===== src/design/rid_pkg.sv =====
package rid_pkg;

   // Major opcodes that lead to a sub-table
   localparam logic [5:0] OP_SPECIAL  = 6'd0;
   localparam logic [5:0] OP_REGIMM   = 6'd1;
   localparam logic [5:0] OP_COP0     = 6'd16;
   localparam logic [5:0] OP_SPECIAL2 = 6'd28;

   typedef enum logic [1:0] {
      ST_VALID    = 2'd0,
      ST_RESERVED = 2'd1,
      ST_NYI      = 2'd2
   } status_type;

   typedef enum logic [2:0] {
      TB_MAIN      = 3'd0,
      TB_SPECIAL   = 3'd1,
      TB_REGIMM    = 3'd2,
      TB_SPECIAL2  = 3'd3,
      TB_COP0_MOVE = 3'd4,
      TB_COP0_CO   = 3'd5
   } table_type;

   typedef struct packed {
      status_type status;
      table_type  sel;
      logic [5:0] idx;
   } decode_type;

   function automatic logic in_span(logic [5:0] v, logic [5:0] lo, logic [5:0] hi);
      return (v >= lo) && (v <= hi);
   endfunction

   function automatic logic reserved_main(logic [5:0] op);
      return in_span(op, 6'd17, 6'd19) || in_span(op, 6'd24, 6'd27) ||
             in_span(op, 6'd29, 6'd31) || in_span(op, 6'd39, 6'd39) ||
             in_span(op, 6'd44, 6'd45) || in_span(op, 6'd50, 6'd50) ||
             in_span(op, 6'd52, 6'd52) || in_span(op, 6'd54, 6'd55) ||
             in_span(op, 6'd58, 6'd60) || in_span(op, 6'd62, 6'd63);
   endfunction

   function automatic logic nyi_special(logic [5:0] fn);
      return in_span(fn, 6'd5, 6'd5)   || in_span(fn, 6'd14, 6'd14) ||
             in_span(fn, 6'd20, 6'd23) || in_span(fn, 6'd28, 6'd31) ||
             in_span(fn, 6'd40, 6'd41) || in_span(fn, 6'd44, 6'd47) ||
             in_span(fn, 6'd53, 6'd53) || in_span(fn, 6'd55, 6'd63);
   endfunction

   function automatic logic nyi_regimm(logic [5:0] rt);
      return in_span(rt, 6'd4, 6'd7)   || in_span(rt, 6'd13, 6'd13) ||
             in_span(rt, 6'd15, 6'd15) || in_span(rt, 6'd20, 6'd31);
   endfunction

   function automatic logic nyi_special2(logic [5:0] fn);
      return in_span(fn, 6'd3, 6'd3)   || in_span(fn, 6'd6, 6'd31) ||
             in_span(fn, 6'd34, 6'd62) || in_span(fn, 6'd63, 6'd63);
   endfunction

   function automatic logic nyi_cop0_co(logic [5:0] fn);
      return in_span(fn, 6'd0, 6'd23) || in_span(fn, 6'd25, 6'd31) ||
             in_span(fn, 6'd33, 6'd63);
   endfunction

   function automatic logic nyi_cop0_move(logic [5:0] rs);
      return in_span(rs, 6'd1, 6'd3) || in_span(rs, 6'd5, 6'd15);
   endfunction

endpackage


===== src/design/risc_instruction_decoder.sv =====
// Instruction word decoder. Each accepted 32-bit word yields one result item
// naming the dispatch table (main, SPECIAL, REGIMM, SPECIAL2, COP0 move or
// COP0 CO) and the entry inside it, a status (valid, reserved instruction,
// not implemented) and every sliced field of the word, raw and unextended.
// Reserved or not-implemented words report table 0, index 0. The block takes
// one item per clock while the request side is not stalled; a word passes the
// input register, the opcode/range decode, then the result register. A stall on
// the result side holds the result register and, only when the input
// register is also full, stalls the request side in the same cycle, so no
// bubble is lost when the stall releases.
module risc_instruction_decoder import rid_pkg::*; (
   input  logic        clock,
   input  logic        reset,
   input  logic        req_valid,
   output logic        req_stall,
   input  logic [31:0] req_instr_word,
   output logic        rsp_valid,
   input  logic        rsp_stall,
   output logic [1:0]  rsp_decode_status,
   output logic [2:0]  rsp_table_select,
   output logic [5:0]  rsp_table_index,
   output logic [5:0]  rsp_major_opcode,
   output logic [4:0]  rsp_src_reg,
   output logic [4:0]  rsp_tgt_reg,
   output logic [4:0]  rsp_dst_reg,
   output logic [4:0]  rsp_shift_amount,
   output logic [5:0]  rsp_func_code,
   output logic [15:0] rsp_imm_value,
   output logic [25:0] rsp_jump_target,
   output logic [2:0]  rsp_cop_select
);

   // Input register
   logic        in_valid_ff;
   logic        in_valid_in;
   logic [31:0] in_word_ff;
   logic [31:0] in_word_in;

   // Result register
   logic        out_valid_ff;
   logic        out_valid_in;
   logic [31:0] out_word_ff;
   logic [31:0] out_word_in;
   decode_type  out_result_ff;
   decode_type  out_result_in;

   decode_type  decoded;
   logic        out_advance;

   rid_decode u_decode (
      .word   (in_word_ff),
      .result (decoded)
   );

   // Result register may load when empty or when its item leaves this cycle
   assign out_advance = !out_valid_ff || !rsp_stall;
   // Stall the request side only when the input register cannot drain
   assign req_stall   = in_valid_ff && !out_advance;

   always_comb begin
      in_valid_in   = in_valid_ff;
      in_word_in    = in_word_ff;
      out_valid_in  = out_valid_ff;
      out_word_in   = out_word_ff;
      out_result_in = out_result_ff;
      if (!req_stall) begin
         in_valid_in = req_valid;
         in_word_in  = req_instr_word;
      end
      if (out_advance) begin
         out_valid_in  = in_valid_ff;
         out_word_in   = in_word_ff;
         out_result_in = decoded;
      end
   end

   always_ff @(posedge clock) begin
      if (reset) begin
         in_valid_ff  <= 1'b0;
         out_valid_ff <= 1'b0;
      end else begin
         in_valid_ff  <= in_valid_in;
         out_valid_ff <= out_valid_in;
      end
      in_word_ff    <= in_word_in;
      out_word_ff   <= out_word_in;
      out_result_ff <= out_result_in;
   end

   // Result ports: decode outcome plus raw slices of the held word
   assign rsp_valid         = out_valid_ff;
   assign rsp_decode_status = out_result_ff.status;
   assign rsp_table_select  = out_result_ff.sel;
   assign rsp_table_index   = out_result_ff.idx;
   assign rsp_major_opcode  = out_word_ff[31:26];
   assign rsp_src_reg       = out_word_ff[25:21];
   assign rsp_tgt_reg       = out_word_ff[20:16];
   assign rsp_dst_reg       = out_word_ff[15:11];
   assign rsp_shift_amount  = out_word_ff[10:6];
   assign rsp_func_code     = out_word_ff[5:0];
   assign rsp_imm_value     = out_word_ff[15:0];
   assign rsp_jump_target   = out_word_ff[25:0];
   assign rsp_cop_select    = out_word_ff[2:0];

endmodule


===== src/design/rid_decode.sv =====
module rid_decode import rid_pkg::*; (
   input  logic [31:0] word,
   output decode_type  result
);

   logic [5:0] op;
   logic [5:0] fn;
   logic [5:0] rs;
   logic [5:0] rt;
   logic       nyi;

   assign op = word[31:26];
   assign fn = word[5:0];
   assign rs = {1'b0, word[25:21]};
   assign rt = {1'b0, word[20:16]};

   always_comb begin
      result.status = ST_VALID;
      result.sel    = TB_MAIN;
      result.idx    = op;
      nyi           = 1'b0;
      if (reserved_main(op)) begin
         result.status = ST_RESERVED;
      end else begin
         case (op)
            OP_SPECIAL: begin
               result.sel = TB_SPECIAL;
               result.idx = fn;
               nyi        = nyi_special(fn);
            end
            OP_REGIMM: begin
               result.sel = TB_REGIMM;
               result.idx = rt;
               nyi        = nyi_regimm(rt);
            end
            OP_SPECIAL2: begin
               result.sel = TB_SPECIAL2;
               result.idx = fn;
               nyi        = nyi_special2(fn);
            end
            OP_COP0: begin
               if (word[25]) begin
                  result.sel = TB_COP0_CO;
                  result.idx = fn;
                  nyi        = nyi_cop0_co(fn);
               end else begin
                  result.sel = TB_COP0_MOVE;
                  result.idx = rs;
                  nyi        = nyi_cop0_move(rs);
               end
            end
            default: begin
            end
         endcase
      end
      if (nyi) begin
         result.status = ST_NYI;
      end
      // Drop table and index for anything that does not dispatch
      if (result.status != ST_VALID) begin
         result.sel = TB_MAIN;
         result.idx = 6'd0;
      end
   end

endmodule


===== config.mk =====
export PLATFORM = sky130hd
export DESIGN_NAME = risc_instruction_decoder
export DESIGN_NICKNAME = d
export VERILOG_FILES = /design/src/design/rid_pkg.sv /design/src/design/risc_instruction_decoder.sv /design/src/design/rid_decode.sv
export SDC_FILE = /design/constraint.sdc
export NUM_CORES = 1
export LEC_CHECK = 0
export BUFFER_PORTS_ARGS = -buffer_cell sky130_fd_sc_hd__buf_2
export CORE_ASPECT_RATIO = 0.6
export CORE_MARGIN = 2
export CORE_UTILIZATION = 44
export DETAILED_ROUTE_END_ITERATION = 8
export GPL_TIMING_DRIVEN = 1
export MAX_ROUTING_LAYER = met4
export PLACE_DENSITY = 0.79
export SYNTH_ARGS = -nofsm -noshare
export SYNTH_HDL_FRONTEND = slang
export SYNTH_SLANG_ARGS = --single-unit

===== constraint.sdc =====
create_clock -name clock -period 1.95 [get_ports clock]
set_clock_uncertainty 0.05 [all_clocks]
set_input_delay 0.39 -clock clock [delete_from_list [all_inputs] [get_ports clock]]
set_output_delay 0.39 -clock clock [all_outputs]
set_load 0.01 [all_outputs]

# Word-level counts from Yosys, hierarchy flattened
# Cells that the tools add are included.
# word_totals
reg_bits,77
elab_cells,139
# op_classes
order_cmp,57
eq_ne,3
mux,8
reduce_logical,64
# op_table
cell,n
$ge 6x6->1 const B,14
$le 6x6->1 const B,12
$ge 6x5->1 const B,6
$pmux 9 s4,1
$logic_and 1x1->1,32
$le 6x5->1 const B,5
$logic_or 1x1->1,26
$le 5x4->1 const B,3
$eq 6x5->1 const B,2
$ge 6x3->1 const B,2
$ge 5x3->1 const B,2
$ge 5x4->1 const B,2
$mux 7,1
$eq 6x1->1 const B,1
$ge 6x1->1 const B,1
$ge 6x2->1 const B,1
$ge 6x4->1 const B,1
$le 6x2->1 const B,1
$le 6x3->1 const B,1
$le 6x4->1 const B,1
$logic_not 6->1,1
$mux 6,1
$ge 5x1->1 const B,1
$ge 5x5->1 const B,1
other kinds (9),13

# Depth between registers and ports, before layout
# Gate-level depths: netlist (run 1).
# depth
depth_word,15
ltp_mapped,6

# By module
# From an unflattened synthesis (run 1), not the netlist that was laid out.
# hier_totals
hier_cells,207
hier_area_um2,3230.6
# by_module_without_submodules
module,instances,cells_per_inst,area_per_inst_um2,seq_area_each_um2
risc_instruction_decoder,1,129,2668.8,2292.2
rid_decode,1,78,561.8,0.0

# Least setup slack after synthesis (run 1)
# No wires, ideal clock.
# synth_path
path_kind,flip-flop to output port
from,"register out_valid_ff, in the netlist rsp_valid"
to,output req_stall
t_arrival_ps,1547
required_ps,1510
path_slack_ps,-37
stages_incl_launch_ff,3
n_path_buf,0
path_cell_list,dfxtp_1 nand3_1 inv_1
# synth_via
elab_chain_cells,4
# synth_rtl
element,line,source
start: declaration,risc_instruction_decoder.sv:40,logic out_valid_ff;
start signal: assignment,risc_instruction_decoder.sv:83,out_valid_ff <= out_valid_in;
$logic_not 1->1,risc_instruction_decoder.sv:56,assign out_advance = !out_valid_ff || !rsp_stall;
$logic_or 1x1->1,risc_instruction_decoder.sv:56,
$logic_not 1->1,risc_instruction_decoder.sv:58,assign req_stall = in_valid_ff && !out_advance;
$logic_and 1x1->1,risc_instruction_decoder.sv:58,
end: declaration,risc_instruction_decoder.sv:15,"output logic req_stall,"
# No other way between the ends.

# Worst setup path in the final report (run 1)
# layout_path
from,register in_word_ff[25]
to,register out_result_ff (netlist bit rsp_table_select[1]) (data pin)
# layout_via
elab_chain_cells,9
# layout_rtl
element,line,source
start: declaration,risc_instruction_decoder.sv:36,logic [31:0] in_word_ff;
start signal: assignment,risc_instruction_decoder.sv:85,in_word_ff <= in_word_in;
$ge 5x1->1 (tied with other cells),rid_pkg.sv:31,return (v >= lo) && (v <= hi);
$logic_and 1x1->1,rid_pkg.sv:31,
$logic_or 1x1->1,rid_pkg.sv:65,"return in_span(rs, 6'd1, 6'd3) || in_span(rs, 6'd5, 6'd15);"
$mux 1 (*),rid_decode.sv:42,if (word[25]) begin
$pmux 1 s4 (*),rid_decode.sv:25,case (op)
$mux 1 (*),rid_decode.sv:22,if (reserved_main(op)) begin
$mux 2 (*),rid_decode.sv:56,if (nyi) begin
$reduce_bool 2->1 (*),rid_decode.sv:60,if (result.status != ST_VALID) begin
$reduce_or 2->1 (no source line) (*),n/a,
end signal: assignment,risc_instruction_decoder.sv:87,out_result_ff <= out_result_in;
end: declaration,risc_instruction_decoder.sv:44,decode_type out_result_ff;
# Mark *: on every way between the ends. The rest lies on a longest branch, timed or not.
# A chain may end at the register's enable or synchronous reset.

==> results by group, run 1 <==
Drt
  • Detail Route Antenna Nets: 0
  • WL/cell: 16.8 um
  • DR iter-0 viols: 173
  • Vias: 2132
  • 1st-pass router iterations: 4
  • Number of remaining DRC errors: 0
  • Vias per cell: 4.94
  • Routed WL: 7250 um

Synthesis
  • Mapped Area: 3200 um2
  • Synthesis Warnings: 0
  • Main synth FF type: edfxtp_1
  • Mapped Nets: 248
  • Synth Register Bits: 77
  • Sequential area share after synthesis: 71.6%
  • Cells after synthesis: 212
  • Post-synth top area share: 70.4%
  • Avg Cell Area, Syn: 15.1 um2
  • Top post-synthesis cells by area: edfxtp_1 (70%), buf_4 (11%), nand2_1 (1.6%)
  • Yosys cell types: 41
  • Synth top cells by count: edfxtp_1 (75), buf_4 (49), nand2_1 (14)
  • Number of synthesized flops with an enable pin: 75
  • Largest area contributor in the netlist: edfxtp_1
  • Most frequent cell after synthesis: edfxtp_1
  • Synth async-reset ratio: 0%

Global routing
  • Initial antenna violation count: 0
  • Largest net degree at the start of global routing: 27
  • All-Layer GR Usage: 18.9%
  • Grt total ovfl: 0
  • First-pass GRT wire length: 10900 um
  • Number of global-route vias before repair: 2017

Cells and area
  • Final #Nets: 372
  • Utilization after layout: 59.9%
  • Final cell count without fillers: 432
  • Share of cells above drive strength 1: 59.5%
  • Antenna diodes: 0
  • Finished Cell Area: 4280 um2
  • Synth-to-layout area growth: 33.7%

Power and ir drop
  • Seq pwr share: 49.6%
  • Pwr dens: 945 nW/um2
  • Leak Pwr: 1.89 nW
  • Net Sw Frac: 22.4%
  • Switching pwr: 0.904 mW
  • Comb pwr share: 11.1%
  • Internal Power: 3.14 mW
  • Worst vdd ir: 452 uV
  • Clock power frac: 39.3%

Worst setup path
  • R2R depth: 5
  • Delay-heaviest family, CP: simple AND/OR/NAND/NOR gates
  • Crit-path slowest cell: or4_4
  • Buf+Inv Stages, Crit Path: 0
  • CP Class: reg2reg
  • CP Max Fanout: 5
  • Crit path launch type: flip-flop
  • CP cell instances: or4_4, nand3_2, a2bb2oi_4, nand4b_4, o21ba_1
  • CP endpoint kind: flip-flop
  • Critical path depth in cells: 5
  • Arr. time, crit path: 2.11 ns
  • Max incr delay on CP: 0.55 ns
  • CP Data Required Time: 2.10 ns

Floorplan
  • Row Count: 24
  • Starting Density: 44.8%
  • Die Y: 70.1 um
  • I/O Pins: 126
  • Core Area: 7150 um2
  • Die width: 114 um
  • Die area: 7990 um2

STA
  • Final worst path period share: 101%
  • Tmin final: 1.96 ns
  • Slew Viols, Final: 0
  • Final setup vio count: 2
  • Fmax: 510 MHz
  • Setup Total Neg Slack: -0.0169 ns
  • RSZ-0062 raised after global routing: yes
  • Worst setup margin: -0.0117 ns
  • Hold Fails Final Rpt: 0
  • Least-Margin Pin Slew: 0.378 ns
  • Rel. slew slack: 74.8%

CTS
  • CTS tree: built
  • CTS sink cnt: 77
  • Root buffer selected by CTS: clkbuf_16
  • H-tree lvl count: 3
  • CTS Buffer Depth: 2
  • Hold buffers post-CTS: 0
  • CTS Buf Count: 9
  • Worst-skew pair later-pin latency: 0.33 ns
  • Clock transition at path regs: 0.06 ns

Hold path
  • Worst hold path type: in2reg
  • Hold path cells: 1

Run status
  • Failing checks: setup timing
  • Outcome: finished, violations left

Place
  • Gp weighted congestion: 0.778
  • DP Area: 3760 um2
  • Port-buffer cells: 125
  • Dpl cells: 403
  • Post-DP HPWL: 4960 um
  • Placement Setup Slack: -0.0256 ns

Job
  • Max_cap viols: 0
## cell families after synthesis
family	after synthesis	share of synthesized area (%)
AO/OA/AOI/OAI	30	6.72
buffers and inverters	54	12.1
flip-flops	77	71.6
AND/OR/NAND/NOR	51	9.54
## placed cells by master (no fill, tap or decap), types with 2 or more instances in the layout
cell type	Yosys	routed
a31oi_1	3	2
a22oi_1	2	2
buf_2	1	125
nor2_1	9	8
buf_6	0	4
clkbuf_1	0	2
nand4b_4	1	2
nand3_1	5	3
nand2_2	0	3
clkbuf_16	0	9
edfxtp_1	75	75
o21ai_0	4	3
nand2b_1	2	2
dfxtp_1	2	2
a22o_1	2	2
nand3b_1	3	3
nor3_1	4	2
inv_1	4	4
nand3_2	0	2
a21oi_1	8	6
a21oi_2	1	2
nor3_2	0	2
nand2_1	14	11
buf_4	49	33
clkinv_2	0	3
## final timing paths
kind	slack [ns]	start	to
hold reg to reg	0.37	in_word_ff[7]	out_word_ff[7]
hold / removal	0.18	req_instr_word[7]	in_word_ff[7]
setup reg to reg	-0.01	in_word_ff[25]	rsp_table_select[1]
setup / recovery	-0.01	in_word_ff[25]	rsp_table_select[1]
## metal layers
layer,global-route usage (%),part of all wire (%)
met1,27.7,48
met2,26.2,44
met3,5.21,7.7
met4,4.88,0.62
met5,-,0
## flip-flops by register name (all words and copies together), names as in the netlist
signal / count
rsp_valid: 1
rsp_decode_status: 2
rsp_table_select: 3
in_valid_ff: 1
in_word_ff: 32
rsp_table_index: 6
out_word_ff: 32
## area by class of cell
class                           instances  area, um2
Clock inverter                          5       53.8
Inverter                                4       15.0
Clock buffer                           11        233
Fill cell                             576       2870
Timing Repair Buffer                  162        918
Sequential cell                        77       2290
Tap cell                               91        114
Multi-Input combinational cell         82        654
## per-stage QoR
stage | power [mW] | hold WS (ns)
global route | 4.21 | 0.172
detailed placement | 2.43 | 0.361
floorplan | 2.29 | 0.350
finish | 4.04 | 0.182
global placement | 2.42 | 0.350
CTS | 4.05 | 0.174
## repair_timing
item | in CTS | in global routing
setup endpoints to repair | 2 | 9
pin swaps | 1 | 7
gates cloned | 1 | 0
setup buffers | 7 | 5
resized for setup | 6 | 22
## power by group through the flow
stage	combinational [mW]	sequential, mW	clock [mW]
after CTS	0.423	2.00	1.62
final	0.450	2.00	1.59
after detailed placement	0.394	2.04	0
after global placement	0.391	2.03	0
after floorplan	0.216	2.07	0
after global routing	0.485	2.02	1.70
No activity file was read; power rests on OpenSTA's default activity.
==> run 2: changes to the inputs <==
- CORE_UTILIZATION: 44 -> 48
- PLACE_DENSITY: 0.79 -> 0.82
- clock period: 1.95 -> 1.9 ns (I/O delays scaled with it)
==> results by group, run 2 (synthesis results as in run 1) <==
Run status
  • Outcome: finished, violations left
  • Failing checks: setup timing

Floorplan
  • Core Area: 6280 um2
  • Die width: 109 um
  • Die area: 7360 um2
  • I/O Pins: 126
  • Row Count: 22
  • Starting Density: 51.0%
  • Die Y: 67.3 um

STA
  • Final setup vio count: 4
  • Rel. slew slack: 75.8%
  • Worst setup margin: -0.0439 ns
  • Tmin final: 1.94 ns
  • Slew Viols, Final: 0
  • Hold Fails Final Rpt: 0
  • Fmax: 514 MHz
  • Final worst path period share: 102%
  • RSZ-0062 raised after global routing: yes
  • Least-Margin Pin Slew: 0.359 ns

CTS
  • CTS Buf Count: 9
  • Root buffer selected by CTS: clkbuf_8
  • Hold buffers post-CTS: 0
  • CTS Buffer Depth: 2
  • H-tree lvl count: 3
  • CTS tree: built
  • Worst-skew pair later-pin latency: 0.34 ns
  • Clock transition at path regs: 0.08 ns
  • CTS sink cnt: 77

Cells and area
  • Finished Cell Area: 4050 um2
  • Antenna diodes: 0
  • Synth-to-layout area growth: 26.5%
  • Final cell count without fillers: 414
  • Most common cell after layout, fill and taps aside: buf_2
  • Final #Nets: 362
  • Share of cells above drive strength 1: 56.4%
  • Most frequent cells in the layout: buf_2 (126), edfxtp_1 (75), buf_4 (22), nand2_1 (12)
  • Utilization after layout: 64.5%

Drt
  • DR iter-0 viols: 102
  • Vias: 2076
  • Vias per cell: 5.01
  • WL/cell: 16.0 um
  • Number of remaining DRC errors: 0
  • Routed WL: 6640 um
  • Detail Route Antenna Nets: 0
  • 1st-pass router iterations: 4

Global routing
  • All-Layer GR Usage: 20.2%
  • Initial antenna violation count: 0
  • Met1 usage: 27.4%
  • Grt total ovfl: 0
  • Most Crowded Layer GR: met1
  • Met2 Track Usage GR: 27.2%
  • Largest net degree at the start of global routing: 44
  • Met3 GRT Util: 7.92%
  • Number of global-route vias before repair: 1881
  • First-pass GRT wire length: 10000 um

Worst setup path
  • CP Max Fanout: 6
  • Flop-to-flop setup slack: -0.04 ns
  • Crit-path slowest cell: edfxtp_1
  • Worst reg2reg path endpoint: rsp_table_index[3]
  • R2R depth: 5
  • CP Class: reg2reg
  • CP cell instances: buf_4, and2b_1, a221o_1, nand4b_2, nor2_1
  • Arr. time, crit path: 2.08 ns
  • Crit path launch type: flip-flop
  • CP endpoint kind: flip-flop
  • R2R Path Start: in_word_ff[30]
  • CP Data Required Time: 2.03 ns
  • Delay-heaviest family, CP: simple AND/OR/NAND/NOR gates
  • Buf+Inv Stages, Crit Path: 1
  • Max incr delay on CP: 0.51 ns

Place
  • Post-DP HPWL: 4570 um
  • Port-buffer cells: 125
  • Gp weighted congestion: 0.828
  • DP Area: 3750 um2
  • Dpl cells: 394

Power and ir drop
  • Leak Pwr: 1.78 nW
  • Net Sw Frac: 23.6%
  • Clock power frac: 28.2%
  • Internal Power: 2.65 mW
  • Seq pwr share: 59.3%
  • Switching pwr: 0.817 mW
  • Worst vdd ir: 529 uV
  • Pwr dens: 857 nW/um2
  • Comb pwr share: 12.5%

Hold path
  • Hold path cells: 1
  • Worst hold path type: in2reg
  • HP Start: req_instr_word[5]
  • Hold Path Sink: in_word_ff[5]

Job
  • Max_cap viols: 0
-- run 2: layer usage --
| metal | wire [um] | vias to the layer above |
|---|---|---|
| met4 | 99 | 0 |
| met5 | 0 | - |
| met3 | 623 | 10 |
| met2 | 2890 | 125 |
| met1 | 3020 | 969 |
| li1 | - | 972 |
-- run 2: stage by stage --
| step | TNS (ns) | hold WS, ns | worst slack [ns] | power [mW] |
|---|---|---|---|---|
| floorplan | 0 | 0.350 | 0.00570 | 2.35 |
| global placement | -0.0669 | 0.351 | -0.0401 | 2.48 |
| detailed placement | -0.180 | 0.356 | -0.0574 | 2.49 |
| CTS | -0.0364 | 0.128 | -0.0187 | 3.50 |
| global route | -0.737 | 0.127 | -0.115 | 3.65 |
| finish | -0.128 | 0.156 | -0.0439 | 3.47 |
-- run 2: cell type report --
| class | instances | area (um2) |
|---|---|---|
| timing repair buffer | 152 | 850 |
| sequential | 77 | 2290 |
| fill | 487 | 2230 |
| tap | 84 | 105 |
| inverter | 4 | 15.0 |
| clock inverter | 3 | 13.8 |
| multi-input combinational | 82 | 637 |
| clock buffer | 12 | 135 |
-- run 2: worst max path at each step --
stage | start | end | slack (ns) | cells past startpoint
after global routing | in_word_ff[30] | rsp_table_select[1] | -0.11 | 5
after global placement | in_word_ff[25] | rsp_table_index[2] | -0.04 | 5
after CTS | in_word_ff[25] | rsp_table_index[1] | -0.02 | 5
after floorplan | in_word_ff[29] | rsp_table_select[1] | 0.006 | 6
final | in_word_ff[30] | rsp_table_index[3] | -0.04 | 5
after detailed placement | in_word_ff[25] | rsp_table_index[2] | -0.06 | 5
-- run 2: what timing repair did --
action | 4_1_cts | 5_1_grt
pin swaps | 6 | 7
endpoints found under the hold margin | 0 | 0
setup endpoints to repair | 7 | 10
setup buffers | 4 | 0
cloned | 1 | 0
gates resized for setup | 13 | 8
-- run 2: power groups by stage --
stage	logic, mW	clock network (mW)	registers (mW)
after floorplan	0.221	0	2.13
after global placement	0.399	0	2.08
after detailed placement	0.403	0	2.09
after CTS	0.428	1.02	2.06
after global routing	0.474	1.10	2.07
final	0.435	0.979	2.06
-- run 2: worst reg2reg max path: cells and delay by family, from the launching register on --
family | cells | cell delay, ns
buffers and inverters | 1 | 0.20
AO/OA/AOI/OAI | 1 | 0.38
AND/OR/NAND/NOR | 3 | 0.65
flip-flops | 1 | 0.51
